$ cat src/design/cspan_pkg.sv
// Shared types, widths and codes for the circle span rasterizer.
// No dependencies; every other design file imports this package.
package cspan_pkg;

  localparam int MAX_DIM_DEF    = 4096;
  localparam int MAX_RADIUS_DEF = 31;

  localparam int DIM_W     = 13;  // image_width / image_height
  localparam int RAD_W     = 5;   // circle_radius, half width
  localparam int COORD_W   = 14;  // signed centre coordinates
  localparam int OUT_W     = 12;  // row / column outputs
  localparam int OFF_W     = 26;  // byte offset
  localparam int SQ_W      = 10;  // radicand r*r - dy*dy
  localparam int CFG_IDX_W = 2;
  localparam int QDEPTH    = 2;
  localparam int QPTR_W    = $clog2(QDEPTH);
  localparam int QCNT_W    = $clog2(QDEPTH + 1);
  localparam int SQRT_STEPS = RAD_W;

  typedef enum logic [CFG_IDX_W-1:0] {
    REG_WIDTH  = 2'd0,
    REG_HEIGHT = 2'd1,
    REG_RADIUS = 2'd2
  } cspan_reg_t;

  typedef enum logic [2:0] {
    B_IDLE,
    B_LOAD,
    B_SQRT,
    B_SPAN,
    B_EMIT
  } cspan_bstate_t;

  // Clamped configuration, as seen by front and back
  typedef struct packed {
    logic [DIM_W-1:0] width;
    logic [DIM_W-1:0] height;
    logic [RAD_W-1:0] radius;
  } cspan_cfg_t;

  // One queued circle: centre plus the clipped, non-empty row range
  typedef struct packed {
    logic signed [COORD_W-1:0] cx;
    logic signed [COORD_W-1:0] cy;
    logic [DIM_W-1:0]          y_lo;
    logic [DIM_W-1:0]          y_hi;
  } cspan_job_t;

  typedef struct packed {
    logic [OUT_W-1:0] row_index;
    logic [OUT_W-1:0] span_start;
    logic [OUT_W-1:0] span_end;
    logic             span_empty;
    logic [OFF_W-1:0] byte_offset;
    logic             last_span;
  } cspan_span_t;

endpackage

$ cat src/design/cspan_ifs.sv
// Channel interfaces of the circle span rasterizer: input, result, config.
// Depends on cspan_pkg for widths.
interface cspan_in_if;
  import cspan_pkg::*;
  logic                      valid;
  logic                      ready;
  logic signed [COORD_W-1:0] center_x;
  logic signed [COORD_W-1:0] center_y;
  modport source (output valid, center_x, center_y, input ready);
  modport sink   (input valid, center_x, center_y, output ready);
endinterface

interface cspan_out_if;
  import cspan_pkg::*;
  logic             valid;
  logic             ready;
  logic [OUT_W-1:0] row_index;
  logic [OUT_W-1:0] span_start;
  logic [OUT_W-1:0] span_end;
  logic             span_empty;
  logic [OFF_W-1:0] byte_offset;
  logic             last_span;
  modport source (output valid, row_index, span_start, span_end, span_empty,
                  byte_offset, last_span, input ready);
  modport sink   (input valid, row_index, span_start, span_end, span_empty,
                  byte_offset, last_span, output ready);
endinterface

interface cspan_cfg_if;
  import cspan_pkg::*;
  logic                 valid;
  logic                 ready;
  logic [CFG_IDX_W-1:0] index;
  logic [DIM_W-1:0]     data;
  modport source (output valid, index, data, input ready);
  modport sink   (input valid, index, data, output ready);
endinterface

$ cat src/design/circle_span_rasterizer.sv
// Top level of the circle span rasterizer: config registers, front, queue, back.
// Depends on cspan_pkg, cspan_ifs, cspan_front, cspan_queue, cspan_back.
//
// Each accepted centre (center_x, center_y, two's complement, may be off image)
// yields one span per image row from max(0, cy-r) to min(h-1, cy+r), top row
// first, the final one flagged by last_span; a centre with no rows on the image
// yields nothing. Each span gives the clipped first/last column and the byte
// offset (row*width+start)*3 of its first pixel in a 3-byte RGB frame; a row
// whose clipped span is empty is still reported with span_empty set and zero
// start, end and offset. Per row the back end steps through B_LOAD (form
// r*r-dy*dy), B_SQRT (bit-serial square root), B_SPAN (clipping and the
// row*width multiply) and B_EMIT (load the output register once it is
// free); from B_IDLE it picks up the next circle. A two-entry queue lets
// the front take further centres meanwhile, and the output register holds
// a span until transferred. Config writes (index 0 width, 1 height, 2 radius;
// other indexes ignored) are always ready and must only be issued while the
// block is idle. Width/height of 0 act as 1, values above MAX_DIM act as
// MAX_DIM, and the radius saturates at MAX_RADIUS.
module circle_span_rasterizer #(
  parameter int MAX_DIM    = cspan_pkg::MAX_DIM_DEF,
  parameter int MAX_RADIUS = cspan_pkg::MAX_RADIUS_DEF
) (
  input logic          clk,
  input logic          rst_n,
  cspan_in_if.sink     in_ch,
  cspan_out_if.source  out_ch,
  cspan_cfg_if.sink    cfg_ch
);
  import cspan_pkg::*;

  logic [DIM_W-1:0] width_r;
  logic [DIM_W-1:0] height_r;
  logic [RAD_W-1:0] radius_r;
  cspan_cfg_t       cfg_eff;

  cspan_job_t  push_job, head_job;
  logic        push, pop, q_full, q_empty;
  cspan_span_t span;

  // config port never stalls
  assign cfg_ch.ready = 1'b1;

  always_ff @(posedge clk) begin
    if (!rst_n) begin
      width_r  <= DIM_W'(1024);
      height_r <= DIM_W'(1024);
      radius_r <= RAD_W'(2);
    end else if (cfg_ch.valid) begin
      case (cspan_reg_t'(cfg_ch.index))
        REG_WIDTH:  width_r  <= cfg_ch.data;
        REG_HEIGHT: height_r <= cfg_ch.data;
        REG_RADIUS: radius_r <= cfg_ch.data[RAD_W-1:0];
        default: ;  // unknown index: ignored
      endcase
    end
  end

  // clamp dims to [1, MAX_DIM], radius to MAX_RADIUS
  always_comb begin
    if (width_r == '0) begin
      cfg_eff.width = DIM_W'(1);
    end else if (int'(width_r) > MAX_DIM) begin
      cfg_eff.width = DIM_W'(MAX_DIM);
    end else begin
      cfg_eff.width = width_r;
    end
    if (height_r == '0) begin
      cfg_eff.height = DIM_W'(1);
    end else if (int'(height_r) > MAX_DIM) begin
      cfg_eff.height = DIM_W'(MAX_DIM);
    end else begin
      cfg_eff.height = height_r;
    end
    if (int'(radius_r) > MAX_RADIUS) begin
      cfg_eff.radius = RAD_W'(MAX_RADIUS);
    end else begin
      cfg_eff.radius = radius_r;
    end
  end

  cspan_front u_front (
    .cfg      (cfg_eff),
    .in_valid (in_ch.valid),
    .in_ready (in_ch.ready),
    .center_x (in_ch.center_x),
    .center_y (in_ch.center_y),
    .q_full   (q_full),
    .push     (push),
    .job      (push_job)
  );

  cspan_queue u_queue (
    .clk      (clk),
    .rst_n    (rst_n),
    .push     (push),
    .push_job (push_job),
    .pop      (pop),
    .head     (head_job),
    .full     (q_full),
    .empty    (q_empty)
  );

  cspan_back u_back (
    .clk       (clk),
    .rst_n     (rst_n),
    .cfg       (cfg_eff),
    .job       (head_job),
    .q_empty   (q_empty),
    .pop       (pop),
    .out_valid (out_ch.valid),
    .out_ready (out_ch.ready),
    .out_span  (span)
  );

  assign out_ch.row_index   = span.row_index;
  assign out_ch.span_start  = span.span_start;
  assign out_ch.span_end    = span.span_end;
  assign out_ch.span_empty  = span.span_empty;
  assign out_ch.byte_offset = span.byte_offset;
  assign out_ch.last_span   = span.last_span;

endmodule

$ cat src/design/cspan_front.sv
// Front end: accepts centres, clips the row range, drops circles with no row on the image.
// Depends on cspan_pkg.
module cspan_front (
  input  cspan_pkg::cspan_cfg_t                      cfg,
  input  logic                                       in_valid,
  output logic                                       in_ready,
  input  logic signed [cspan_pkg::COORD_W-1:0]       center_x,
  input  logic signed [cspan_pkg::COORD_W-1:0]       center_y,
  input  logic                                       q_full,
  output logic                                       push,
  output cspan_pkg::cspan_job_t                      job
);
  import cspan_pkg::*;

  logic signed [COORD_W:0] cy_s;
  logic signed [COORD_W:0] r_s;
  logic signed [COORD_W:0] lo_s;
  logic signed [COORD_W:0] hi_s;
  logic signed [COORD_W:0] hmax_s;
  logic signed [COORD_W:0] ylo_s;
  logic signed [COORD_W:0] yhi_s;
  logic                    has_rows;

  always_comb begin
    cy_s   = {center_y[COORD_W-1], center_y};
    r_s    = {{(COORD_W+1-RAD_W){1'b0}}, cfg.radius};
    lo_s   = cy_s - r_s;
    hi_s   = cy_s + r_s;
    hmax_s = {{(COORD_W+1-DIM_W){1'b0}}, cfg.height} - 1'sd1;
    ylo_s  = (lo_s < 0) ? '0 : lo_s;
    yhi_s  = (hi_s > hmax_s) ? hmax_s : hi_s;
    has_rows = (ylo_s <= yhi_s);

    in_ready = !q_full;
    push     = in_valid && !q_full && has_rows;

    job.cx   = center_x;
    job.cy   = center_y;
    job.y_lo = ylo_s[DIM_W-1:0];
    job.y_hi = yhi_s[DIM_W-1:0];
  end

endmodule

$ cat src/design/cspan_queue.sv
// Short job queue between front and back so each side stalls on its own.
// Depends on cspan_pkg.
module cspan_queue (
  input  logic                  clk,
  input  logic                  rst_n,
  input  logic                  push,
  input  cspan_pkg::cspan_job_t push_job,
  input  logic                  pop,
  output cspan_pkg::cspan_job_t head,
  output logic                  full,
  output logic                  empty
);
  import cspan_pkg::*;

  cspan_job_t        mem [QDEPTH];
  logic [QPTR_W-1:0] wr_ptr_r, wr_ptr_nxt;
  logic [QPTR_W-1:0] rd_ptr_r, rd_ptr_nxt;
  logic [QCNT_W-1:0] count_r, count_nxt;

  assign full  = (count_r == QCNT_W'(QDEPTH));
  assign empty = (count_r == '0);
  assign head  = mem[rd_ptr_r];

  always_comb begin
    wr_ptr_nxt = wr_ptr_r;
    rd_ptr_nxt = rd_ptr_r;
    count_nxt  = count_r;
    if (push) begin
      wr_ptr_nxt = (wr_ptr_r == QPTR_W'(QDEPTH - 1)) ? '0 : wr_ptr_r + 1'b1;
    end
    if (pop) begin
      rd_ptr_nxt = (rd_ptr_r == QPTR_W'(QDEPTH - 1)) ? '0 : rd_ptr_r + 1'b1;
    end
    case ({push, pop})
      2'b10:   count_nxt = count_r + 1'b1;
      2'b01:   count_nxt = count_r - 1'b1;
      default: count_nxt = count_r;
    endcase
  end

  always_ff @(posedge clk) begin
    if (!rst_n) begin
      wr_ptr_r <= '0;
      rd_ptr_r <= '0;
      count_r  <= '0;
    end else begin
      wr_ptr_r <= wr_ptr_nxt;
      rd_ptr_r <= rd_ptr_nxt;
      count_r  <= count_nxt;
    end
  end

  always_ff @(posedge clk) begin
    if (push) begin
      mem[wr_ptr_r] <= push_job;
    end
  end

`ifndef SYNTHESIS
  a_count_bound: assert property (@(posedge clk) disable iff (!rst_n)
    count_r <= QCNT_W'(QDEPTH))
    else $error("queue count above depth");
  a_no_overflow: assert property (@(posedge clk) disable iff (!rst_n)
    !(push && full))
    else $error("push into full queue");
  a_no_underflow: assert property (@(posedge clk) disable iff (!rst_n)
    !(pop && empty))
    else $error("pop from empty queue");
`endif

endmodule

$ cat src/design/cspan_back.sv
// Back end: walks the rows of one circle, bit-serial isqrt per row, clips
// the span and computes the RGB byte offset. Depends on cspan_pkg.
module cspan_back (
  input  logic                  clk,
  input  logic                  rst_n,
  input  cspan_pkg::cspan_cfg_t cfg,
  input  cspan_pkg::cspan_job_t job,
  input  logic                  q_empty,
  output logic                  pop,
  output logic                  out_valid,
  input  logic                  out_ready,
  output cspan_pkg::cspan_span_t out_span
);
  import cspan_pkg::*;

  localparam int BIT_W = $clog2(SQRT_STEPS);

  cspan_bstate_t             state_r, state_nxt;
  logic signed [COORD_W-1:0] cx_r, cx_nxt;
  logic signed [COORD_W-1:0] cy_r, cy_nxt;
  logic [DIM_W-1:0]          y_r, y_nxt;
  logic [DIM_W-1:0]          yhi_r, yhi_nxt;
  logic [SQ_W-1:0]           rad_r, rad_nxt;
  logic [RAD_W-1:0]          root_r, root_nxt;
  logic [BIT_W-1:0]          bit_r, bit_nxt;
  logic [DIM_W-1:0]          x0_r, x0_nxt;
  logic [DIM_W-1:0]          x1_r, x1_nxt;
  logic                      empty_r, empty_nxt;
  logic [OFF_W-1:0]          prod_r, prod_nxt;
  cspan_span_t               out_r, out_nxt;
  logic                      out_valid_r, out_valid_nxt;

  // scratch
  logic signed [COORD_W:0]   dy_full;
  logic signed [RAD_W:0]     dy;
  logic signed [2*RAD_W+1:0] dy_sq;
  logic [SQ_W-1:0]           r_sq;
  logic [RAD_W-1:0]          trial;
  logic [SQ_W-1:0]           trial_sq;
  logic signed [COORD_W:0]   x0_s, x1_s, wmax_s, x0_c, x1_c;
  logic [OFF_W-1:0]          pix_idx;
  logic                      out_free;

  assign out_free = !out_valid_r || out_ready;

  always_comb begin
    state_nxt     = state_r;
    cx_nxt        = cx_r;
    cy_nxt        = cy_r;
    y_nxt         = y_r;
    yhi_nxt       = yhi_r;
    rad_nxt       = rad_r;
    root_nxt      = root_r;
    bit_nxt       = bit_r;
    x0_nxt        = x0_r;
    x1_nxt        = x1_r;
    empty_nxt     = empty_r;
    prod_nxt      = prod_r;
    out_nxt       = out_r;
    out_valid_nxt = out_valid_r && !out_ready;
    pop           = 1'b0;

    dy_full  = {{(COORD_W+1-DIM_W){1'b0}}, y_r} - {cy_r[COORD_W-1], cy_r};
    dy       = dy_full[RAD_W:0];  // |dy| <= radius by construction
    dy_sq    = dy * dy;
    r_sq     = SQ_W'(cfg.radius) * SQ_W'(cfg.radius);
    trial    = root_r | (RAD_W'(1) << bit_r);
    trial_sq = SQ_W'(trial) * SQ_W'(trial);

    x0_s   = {cx_r[COORD_W-1], cx_r} - {{(COORD_W+1-RAD_W){1'b0}}, root_r};
    x1_s   = {cx_r[COORD_W-1], cx_r} + {{(COORD_W+1-RAD_W){1'b0}}, root_r};
    wmax_s = {{(COORD_W+1-DIM_W){1'b0}}, cfg.width} - 1'sd1;
    x0_c   = (x0_s < 0) ? '0 : x0_s;
    x1_c   = (x1_s > wmax_s) ? wmax_s : x1_s;

    pix_idx = prod_r + OFF_W'(x0_r);

    case (state_r)
      B_IDLE: begin
        if (!q_empty) begin
          pop       = 1'b1;
          cx_nxt    = job.cx;
          cy_nxt    = job.cy;
          y_nxt     = job.y_lo;
          yhi_nxt   = job.y_hi;
          state_nxt = B_LOAD;
        end
      end
      B_LOAD: begin
        rad_nxt   = r_sq - dy_sq[SQ_W-1:0];
        root_nxt  = '0;
        bit_nxt   = BIT_W'(SQRT_STEPS - 1);
        state_nxt = B_SQRT;
      end
      B_SQRT: begin
        if (trial_sq <= rad_r) begin
          root_nxt = trial;
        end
        if (bit_r == '0) begin
          state_nxt = B_SPAN;
        end else begin
          bit_nxt = bit_r - 1'b1;
        end
      end
      B_SPAN: begin
        x0_nxt    = x0_c[DIM_W-1:0];
        x1_nxt    = x1_c[DIM_W-1:0];
        empty_nxt = (x0_c > x1_c);
        prod_nxt  = OFF_W'(y_r) * OFF_W'(cfg.width);
        state_nxt = B_EMIT;
      end
      B_EMIT: begin
        if (out_free) begin
          out_valid_nxt      = 1'b1;
          out_nxt.row_index  = y_r[OUT_W-1:0];
          out_nxt.span_empty = empty_r;
          out_nxt.span_start = empty_r ? '0 : x0_r[OUT_W-1:0];
          out_nxt.span_end   = empty_r ? '0 : x1_r[OUT_W-1:0];
          out_nxt.byte_offset = empty_r ? '0 : pix_idx + {pix_idx[OFF_W-2:0], 1'b0};
          out_nxt.last_span  = (y_r == yhi_r);
          if (y_r == yhi_r) begin
            state_nxt = B_IDLE;
          end else begin
            y_nxt     = y_r + 1'b1;
            state_nxt = B_LOAD;
          end
        end
      end
      default: state_nxt = B_IDLE;
    endcase
  end

  always_ff @(posedge clk) begin
    if (!rst_n) begin
      state_r     <= B_IDLE;
      out_valid_r <= 1'b0;
    end else begin
      state_r     <= state_nxt;
      out_valid_r <= out_valid_nxt;
    end
  end

  always_ff @(posedge clk) begin
    cx_r    <= cx_nxt;
    cy_r    <= cy_nxt;
    y_r     <= y_nxt;
    yhi_r   <= yhi_nxt;
    rad_r   <= rad_nxt;
    root_r  <= root_nxt;
    bit_r   <= bit_nxt;
    x0_r    <= x0_nxt;
    x1_r    <= x1_nxt;
    empty_r <= empty_nxt;
    prod_r  <= prod_nxt;
    out_r   <= out_nxt;
  end

  assign out_valid = out_valid_r;
  assign out_span  = out_r;

`ifndef SYNTHESIS
  a_root_floor: assert property (@(posedge clk) disable iff (!rst_n)
    (state_r == B_SPAN) |->
      ((SQ_W'(root_r) * SQ_W'(root_r) <= rad_r) &&
       ((12'(root_r) + 12'd1) * (12'(root_r) + 12'd1) > 12'(rad_r))))
    else $error("half width is not floor sqrt");
  a_empty_zero: assert property (@(posedge clk) disable iff (!rst_n)
    (out_valid_r && out_r.span_empty) |->
      (out_r.span_start == '0 && out_r.span_end == '0 && out_r.byte_offset == '0))
    else $error("empty span carries nonzero fields");
  a_row_in_range: assert property (@(posedge clk) disable iff (!rst_n)
    (state_r != B_IDLE) |-> (y_r <= yhi_r))
    else $error("row walked past last row");
`endif

endmodule

$ cat src/flat_wrapper.sv
// flat-port wrapper written by rule: the top's interface ports become plain ports
module circle_span_rasterizer_flat import cspan_pkg::*;
#(
  parameter int MAX_DIM    = cspan_pkg::MAX_DIM_DEF,
  parameter int MAX_RADIUS = cspan_pkg::MAX_RADIUS_DEF
)
  (clk, rst_n, in_ch_valid, in_ch_center_x, in_ch_center_y, in_ch_ready, out_ch_valid, out_ch_row_index, out_ch_span_start, out_ch_span_end, out_ch_span_empty, out_ch_byte_offset, out_ch_last_span, out_ch_ready, cfg_ch_valid, cfg_ch_index, cfg_ch_data, cfg_ch_ready);
  cspan_in_if in_ch_i ();
  cspan_out_if out_ch_i ();
  cspan_cfg_if cfg_ch_i ();
  input logic clk;
  input logic rst_n;
  input wire logic [$bits(in_ch_i.valid)-1:0] in_ch_valid;
  input wire logic [$bits(in_ch_i.center_x)-1:0] in_ch_center_x;
  input wire logic [$bits(in_ch_i.center_y)-1:0] in_ch_center_y;
  output wire logic [$bits(in_ch_i.ready)-1:0] in_ch_ready;
  output wire logic [$bits(out_ch_i.valid)-1:0] out_ch_valid;
  output wire logic [$bits(out_ch_i.row_index)-1:0] out_ch_row_index;
  output wire logic [$bits(out_ch_i.span_start)-1:0] out_ch_span_start;
  output wire logic [$bits(out_ch_i.span_end)-1:0] out_ch_span_end;
  output wire logic [$bits(out_ch_i.span_empty)-1:0] out_ch_span_empty;
  output wire logic [$bits(out_ch_i.byte_offset)-1:0] out_ch_byte_offset;
  output wire logic [$bits(out_ch_i.last_span)-1:0] out_ch_last_span;
  input wire logic [$bits(out_ch_i.ready)-1:0] out_ch_ready;
  input wire logic [$bits(cfg_ch_i.valid)-1:0] cfg_ch_valid;
  input wire logic [$bits(cfg_ch_i.index)-1:0] cfg_ch_index;
  input wire logic [$bits(cfg_ch_i.data)-1:0] cfg_ch_data;
  output wire logic [$bits(cfg_ch_i.ready)-1:0] cfg_ch_ready;
  assign in_ch_i.valid = in_ch_valid;
  assign in_ch_i.center_x = in_ch_center_x;
  assign in_ch_i.center_y = in_ch_center_y;
  assign in_ch_ready = in_ch_i.ready;
  assign out_ch_valid = out_ch_i.valid;
  assign out_ch_row_index = out_ch_i.row_index;
  assign out_ch_span_start = out_ch_i.span_start;
  assign out_ch_span_end = out_ch_i.span_end;
  assign out_ch_span_empty = out_ch_i.span_empty;
  assign out_ch_byte_offset = out_ch_i.byte_offset;
  assign out_ch_last_span = out_ch_i.last_span;
  assign out_ch_i.ready = out_ch_ready;
  assign cfg_ch_i.valid = cfg_ch_valid;
  assign cfg_ch_i.index = cfg_ch_index;
  assign cfg_ch_i.data = cfg_ch_data;
  assign cfg_ch_ready = cfg_ch_i.ready;
  circle_span_rasterizer #(.MAX_DIM(MAX_DIM), .MAX_RADIUS(MAX_RADIUS)) u_core (.clk(clk), .rst_n(rst_n), .in_ch(in_ch_i), .out_ch(out_ch_i), .cfg_ch(cfg_ch_i));
endmodule
$ cat config.mk
export PLATFORM = sky130hd
export DESIGN_NAME = circle_span_rasterizer_flat
export DESIGN_NICKNAME = d
export VERILOG_FILES = /design/src/design/cspan_pkg.sv /design/src/design/cspan_ifs.sv /design/src/design/circle_span_rasterizer.sv /design/src/design/cspan_front.sv /design/src/design/cspan_queue.sv /design/src/design/cspan_back.sv /design/src/flat_wrapper.sv
export SDC_FILE = /design/constraint.sdc
export NUM_CORES = 1
export LEC_CHECK = 0
export BUFFER_PORTS_ARGS = -buffer_cell sky130_fd_sc_hd__buf_2
export CAP_MARGIN = 20
export CORE_ASPECT_RATIO = 0.75
export CORE_MARGIN = 10
export CORE_UTILIZATION = 55
export DETAILED_ROUTE_END_ITERATION = 10
export PLACE_DENSITY = 0.71
export SLEW_MARGIN = 20
export SYNTH_ARGS = -nofsm -noshare
export SYNTH_HDL_FRONTEND = slang
export SYNTH_SLANG_ARGS = --single-unit
export TNS_END_PERCENT = 30
$ cat constraint.sdc
create_clock -name clk -period 19.5 [get_ports clk]
set_input_delay 2.925 -clock clk [delete_from_list [all_inputs] [get_ports clk]]
set_output_delay 2.925 -clock clk [all_outputs]
set_load 0.02 [all_outputs]
==> results of run 1 <==
[worst paths after layout]
check / startpoint / slack (ps) / end / cells after the start
setup / recovery: in_ch_center_y[0] / 10480 / u_core.u_queue.mem[0][49] / 28
setup reg to reg: u_core.height_r[3] / 11990 / u_core.u_queue.mem[0][49] / 26
hold reg to reg: u_core.width_r[8] / 490 / u_core.width_r[8] / 2
hold / removal: u_core.width_r[8] / 490 / u_core.width_r[8] / 2
[cell usage in the layout (no fill, tap or decap), drive strengths merged, types with 71 or more instances in the layout]
cell,count
inv,283
ha,238
fa,165
a21oi,80
nand2,250
buf,148
edfxtp,272
xnor2,107
nor2,160
nor2b,71
[worst register-to-register path: cells and delay by family, from the launching register on]
family	cells	cell delay (ps)
simple gates	7	2170
buf+inv	3	920
flops	1	380
fa+ha+maj	2	640
compound gates	14	3060
[layer usage]
metal	GRT usage, %	vias up
met3	3.85	71
met4	5.56	0
li1	-	8382
met2	35.1	514
met5	0	-
met1	30.7	8572
[stage by stage]
step | instance area, um2 | std cells
6_report | 27300 | 3114
5_1_grt | 27300 | 3114
4_1_cts | 27300 | 3114
3_5_place_dp | 26100 | 3052
3_3_place_gp | 26100 | 3052
2_1_floorplan | 24900 | 2406
[area by class of cell]
| type | instances | area share [%] |
|---|---|---|
| Clock buffer | 46 | 3.54 |
| Sequential cell | 312 | 32.8 |
| Tap cell | 586 | 2.68 |
| Timing Repair Buffer | 148 | 3.03 |
| Inverter | 281 | 3.86 |
| Clock inverter | 16 | 0.733 |
| Multi-Input combinational cell | 1725 | 53.3 |
[flip-flops by register name (all words and copies together), names as in the netlist, 2 cells and up, named ones only]
register / count
u_core.u_back.yhi_r: 13
u_core.u_queue.count_r: 2
u_core.u_back.out_span: 64
u_core.width_r: 13
u_core.u_back.rad_r: 10
u_core.u_back.bit_r: 3
u_core.u_back.root_r: 5
u_core.u_back.cy_r: 6
u_core.u_back.state_r: 3
u_core.u_back.cx_r: 14
u_core.u_back.x1_r: 12
u_core.radius_r: 5
u_core.u_back.y_r: 13
u_core.u_queue.mem: 92
u_core.height_r: 13
u_core.u_back.prod_r: 26
u_core.u_back.x0_r: 13
[logic make-up after synthesis]
logic type | Yosys count | share of synthesized area [%]
and+or+nand+nor | 733 | 14.4
buffers and inverters | 369 | 5.72
adders and majority gates | 403 | 25.2
AOI/OAI and AO/OA | 338 | 9.24
xor gates and xnor gates | 163 | 5.80
other | 1 | 0.0151
muxes | 82 | 3.57
DFF | 312 | 36.0
[synthesized netlist by cell type (5+ instances only)]
| master | number |
|---|---|
| a2111oi_0 | 6 |
| a211oi_1 | 14 |
| a21boi_0 | 27 |
| a21o_1 | 48 |
| a21oi_1 | 79 |
| a31oi_1 | 12 |
| and2_1 | 62 |
| and3_1 | 12 |
| clkbuf_1 | 76 |
| dfxtp_1 | 40 |
| edfxtp_1 | 272 |
| fa_1 | 165 |
| ha_1 | 238 |
| inv_1 | 281 |
| mux2_2 | 47 |
| mux2i_1 | 33 |
| nand2_1 | 250 |
| nand2b_1 | 30 |
| nand3_1 | 26 |
| nand3b_1 | 6 |
| nand4_1 | 24 |
| nor2_1 | 158 |
| nor2b_1 | 70 |
| nor3_1 | 33 |
| nor3b_1 | 7 |
| nor4_1 | 17 |
| o211ai_1 | 6 |
| o21a_1 | 28 |
| o21ai_0 | 53 |
| o21bai_1 | 13 |
| o31ai_1 | 6 |
| or2_2 | 7 |
| or3_1 | 8 |
| or4_1 | 5 |
| xnor2_1 | 107 |
| xor2_1 | 55 |
==> summary.txt, run 1 <==
====================================================================================
Result of the run                                                       finished clean
Worst path required time                                                    19700 ps
Max-slew violation count                                                           0
Pin count of the biggest net entering global routing                              54
Top-level I/O count                                                              115
Number of placement rows                                                          67
Setup CP Type                                                                 in2reg
Number of cells upsized or downsized after cts                                     0
Initial antenna violation count                                                    1
Worst hold-check path type                                                   reg2reg
Fin crit share                                                                 46.2%
Per-cell routed wire length                                                  18.8 um
Die boundary height                                                           204 um
Final setup violation count                                                        0
Routed wire length on met3                                                   3.93 mm
DIE AREA                                                                   54200 um2
Setup repair after global routing missed its margin                               no
Number of buffer and inverter instances along the worst setup path                 4
Number of buffers inserted for hold repair after clock tree synthesis              0
Yosys synthesis warning count                                                      0
Final Routed Wirelength                                                      58.4 mm
Async SR Flop Fraction                                                            0%
Portion of the post-synthesis area used by sequential elements                 36.0%
Number of enable flip-flop cells after synthesis                                 272
Core footprint                                                             44700 um2
Drt initial violations                                                          1333
Quantity of I/O buffers inserted on ports                                        113
Final TNS setup                                                                 0 ps
Number of clock sinks                                                            312
Area used by multi-input combinational logic                               14600 um2
Highest Clock Rate                                                           111 MHz
Post-layout worst setup margin                                              10480 ps
Stage delay of the slowest cell on the critical path                          590 ps
Final hold violations                                                              0
Vias post-DR                                                                   17500
Wire length of the first global-routing pass                                 95.1 mm
Via density                                                                     5.63
MaxCap Viol Count                                                                  0
Number of distinct library cells after synthesis                                  83
First-pass iteration count of the detailed router                                  5
Most frequently used flop master after synthesis                            edfxtp_1
H-tree level count                                                                 2
Worst hold margin                                                             485 ps
Largest area contributor in the synthesized netlist                         edfxtp_1
Ratio of cells with drive above 1 in the final layout                          11.0%
Synth area leaders                                                      edfxtp_1 (33%), fa_1 (13%), ha_1 (12%), inv_1 (4.2%), nand2_1 (3.8%)
Cell Area, Synth                                                           24900 um2
Topmost layer with routed signal wires                                          met4
CP Max Fanout                                                                     29
Slowest library cell on the worst path                                        nor2_4
Layout filler cell count                                                        3662
Worst-margin pin slew                                                         975 ps
TritonCTS buffer count                                                            34
Setup bufs post-CTS                                                                0
Family with the most delay on the worst path                            compound AO/OA/AOI/OAI gates
Reg clk slew, reported paths                                                   60 ps
Root cell of the clock tree                                                clkbuf_16
Maximum clock insertion buffer count                                               3
Clock period minus final worst setup slack                                   9020 ps
Average cell area after synthesis                                           10.4 um2
Remaining global-route overflow                                                    0
TritonCTS clock tree                                                            done
Critical path arrival                                                        9220 ps
Flip-flop and latch area                                                    8970 um2
Routed length on met1                                                        26.9 mm
Met2 wire length                                                             26.4 mm
Synthesized instance count                                                      2401
Antenna Diode Count                                                                0
Count of antenna-violating nets left after detailed routing                        0
Via count of the first global-routing pass                                     17900
Kind of end point of the critical path                                          flop
Initial standard-cell utilization of the core                                  55.7%
Flip-flop and latch count after synthesis                                        312
CP most frequent cell                                                           ha_1
Area Growth Syn to Fin                                                         9.78%
Remaining DRCs                                                                     0
Horizontal extent of the die                                                  266 um
Proportion of netlist area held by the largest area contributor                32.8%
Post-layout utilization of the core                                            61.1%
Setup Slack @ Placement                                                      9950 ps
Clock tree skew after final layout                                           44.2 ps
Number of nets at the end of the flow                                           2953
GP Congestion                                                                  0.940
Clock insertion delay at the later pin of the skew report                     560 ps
Critical Path Start Type                                                  input port
Post-DP HPWL                                                                 45.5 mm
Combined global-route utilization of all metal layers                          22.0%
Worst max-slew margin expressed relative to the limit                          34.2%
====================================================================================
Power of run 1 is not shown: default switching activity piles up to over one toggle a cycle in this logic, so the estimate is an artifact.
==> inputs of run 2 (changes only) <==
PLACE_DENSITY = 0.73   (was 0.71)
clock period = 8.2 ns   (was 19.5 ns; I/O delays follow)
==> summary.txt, run 2 (synthesis results as in run 1) <==
=====================================================================================
Number of cells on the worst reg-to-reg path                                       25   was 26
Post-DP HPWL                                                                  44.8 mm   was 45.5 mm
Clock tree skew after final layout                                            28.1 ps   was 44.2 ps
Top reg by flops                                                         u_core.u_queue.mem   unchanged
Via density                                                                      5.60   was 5.63
Reg clk slew, reported paths                                                    60 ps   about the same
Quantity of I/O buffers inserted on ports                                         113   unchanged
Highest-count cells in the layout ignoring fill and taps                 inv_1 (281), edfxtp_1 (272), nand2_1 (250)   unchanged
Ratio of cells with drive above 1 in the final layout                           11.2%   was 11.0%
Remaining global-route overflow                                                     0   unchanged
Number of placement rows                                                           67   unchanged
Initial standard-cell utilization of the core                                   55.7%   unchanged
Hold path depth                                                                     2   unchanged
Startpoint of the lowest-slack register-to-register path                 u_core.height_r[3]   unchanged
Antenna Diode Count                                                                 0   unchanged
MaxCap Viol Count                                                                   0   unchanged
Met2 wire length                                                              25.7 mm   was 26.4 mm
Setup bufs post-CTS                                                                 0   unchanged
H-tree level count                                                                  2   unchanged
Via count of the first global-routing pass                                      17800   was 17900
Vias post-DR                                                                    17400   was 17500
Number of cells upsized or downsized after cts                                      0   unchanged
Layout filler cell count                                                         3656   was 3662
Result of the run                                                        finished clean   unchanged
Die boundary height                                                            204 um   unchanged
Remaining DRCs                                                                      0   unchanged
Final Routed Wirelength                                                       57.3 mm   was 58.4 mm
Reg-to-reg setup timing slack                                                 1210 ps   was 11990 ps
CP Max Fanout                                                                      33   was 29
Horizontal extent of the die                                                   266 um   unchanged
Setup CP Type                                                                  in2reg   unchanged
Per-cell routed wire length                                                   18.4 um   was 18.8 um
TritonCTS clock tree                                                             done   unchanged
Clock insertion delay at the later pin of the skew report                      530 ps   was 560 ps
Combined global-route utilization of all metal layers                           21.5%   was 22.0%
Final non-filler cell area                                                  27300 um2   about the same
Routed wire length on met3                                                    3.91 mm   was 3.93 mm
TritonCTS buffer count                                                             34   unchanged
Fin crit share                                                                  87.6%
Placed standard-cell area                                                   26200 um2   was 26100 um2
Final setup violation count                                                         0   unchanged
Number of flip-flops under the largest register name                               92   unchanged
Number of clock sinks                                                             312   unchanged
Drt initial violations                                                           1430   was 1333
Core footprint                                                              44700 um2   unchanged
Wire length of the first global-routing pass                                  94.2 mm   was 95.1 mm
Routed length on met1                                                         26.4 mm   was 26.9 mm
Critical path arrival                                                         7380 ps   was 9220 ps
Pin count of the biggest net entering global routing                               66   was 54
Kind of end point of the critical path                                           flop   unchanged
Most frequent standard cell in the layout excluding fill and tap cells          inv_1   unchanged
Initial antenna violation count                                                     1   unchanged
Capturing point of the worst reg2reg path                                u_core.u_queue.mem[0][5]   was u_core.u_queue.mem[0][49]
Worst hold-check path type                                                    reg2reg   unchanged
Clock period minus final worst setup slack                                    7180 ps
Root cell of the clock tree                                                 clkbuf_16   unchanged
Worst-margin pin slew                                                         1020 ps   was 975 ps
Final hold violations                                                               0   unchanged
Critical Path Start Type                                                   input port   unchanged
Setup repair after global routing missed its margin                                no   unchanged
Final TNS setup                                                                  0 ps   unchanged
Top-level I/O count                                                               115   unchanged
DIE AREA                                                                    54200 um2   unchanged
Worst path required time                                                      8400 ps   was 19700 ps
Number of buffers inserted for hold repair after clock tree synthesis               0   unchanged
End point of the critical path                                           u_core.u_queue.mem[0][5]   was u_core.u_queue.mem[0][49]
Highest Clock Rate                                                            139 MHz
Maximum clock insertion buffer count                                                3   unchanged
Area Growth Syn to Fin                                                          9.68%   was 9.78%
Number of nets at the end of the flow                                            2951   was 2953
Max-slew violation count                                                            0   unchanged
Source of the critical timing path                                       in_ch_center_y[0]   unchanged
First-pass iteration count of the detailed router                                   5   unchanged
Setup Slack @ Placement                                                        601 ps   was 9950 ps
Post-layout worst setup margin                                                1020 ps   was 10480 ps
Worst max-slew margin expressed relative to the limit                           32.1%   was 34.2%
GP Congestion                                                                   0.894   was 0.940
Count of antenna-violating nets left after detailed routing                         0   unchanged
Topmost layer with routed signal wires                                           met4   unchanged
=====================================================================================
==> run 2: changes by cell type in the layout (fill, tap and decap cells not counted), sizes merged <==
cell and change:
buf -2, bufinv -1, clkbuf -5, clkinv +3
clkinvlp +2
==> run 2: cell type report <==
type,instances,area [um2],share of cell area [%]
Clock inverter,20,221,0.811
Inverter,281,1050,3.86
Sequential cell,312,8970,32.9
Timing Repair Buffer,146,838,3.07
Tap cell,586,733,2.69
Clock buffer,41,920,3.37
Multi-Input combinational cell,1725,14600,53.3
==> run 2: how the worst min path moves through the flow <==
stage,from,to,slack (ps)
after global routing,u_core.width_r[6],u_core.width_r[6],510
after floorplan,u_core.u_back.y_r[6],u_core.u_back.out_span[58],420
after global placement,u_core.width_r[0],u_core.width_r[0],470
after CTS,u_core.width_r[0],u_core.width_r[0],480
final,u_core.width_r[0],u_core.width_r[0],490
after detailed placement,u_core.width_r[0],u_core.width_r[0],480
==> run 2: worst max-delay path, cell delays in order <==
cell	delay (ps)
buf_2	120
ha_1	210
fa_1	390
nor2b_2	190
o311ai_1	420
nand2_1	160
nand4_1	130
xor2_1	210
inv_1	70
ha_1	270
nand3_1	150
or2_2	340
a211o_1	240
a21oi_2	540
buf_4	250
mux2i_1	300
ha_1	200
nor2b_1	40
o21a_1	160
o21a_1	160
o211ai_1	160
a21oi_1	90
a211o_1	230
a31oi_1	200
o21ai_2	170
nor2_4	420
buf_12	290
==> run 2: routing by layer <==
layer,global-route usage (%),vias up
met2,34.7,485
met1,29.7,8479
met3,3.98,82
met4,5.44,0
li1,-,8369
met5,0,-
==> run 2: through the flow <==
step,util [%],cells,hold WS [ps]
floorplan,-,2406,424
global placement,58.5,3050,471
detailed placement,58.5,3050,476
CTS,61.1,3111,484
global route,61.1,3111,510
finish,61.1,3111,487
Power of run 2 is left out for the same reason.
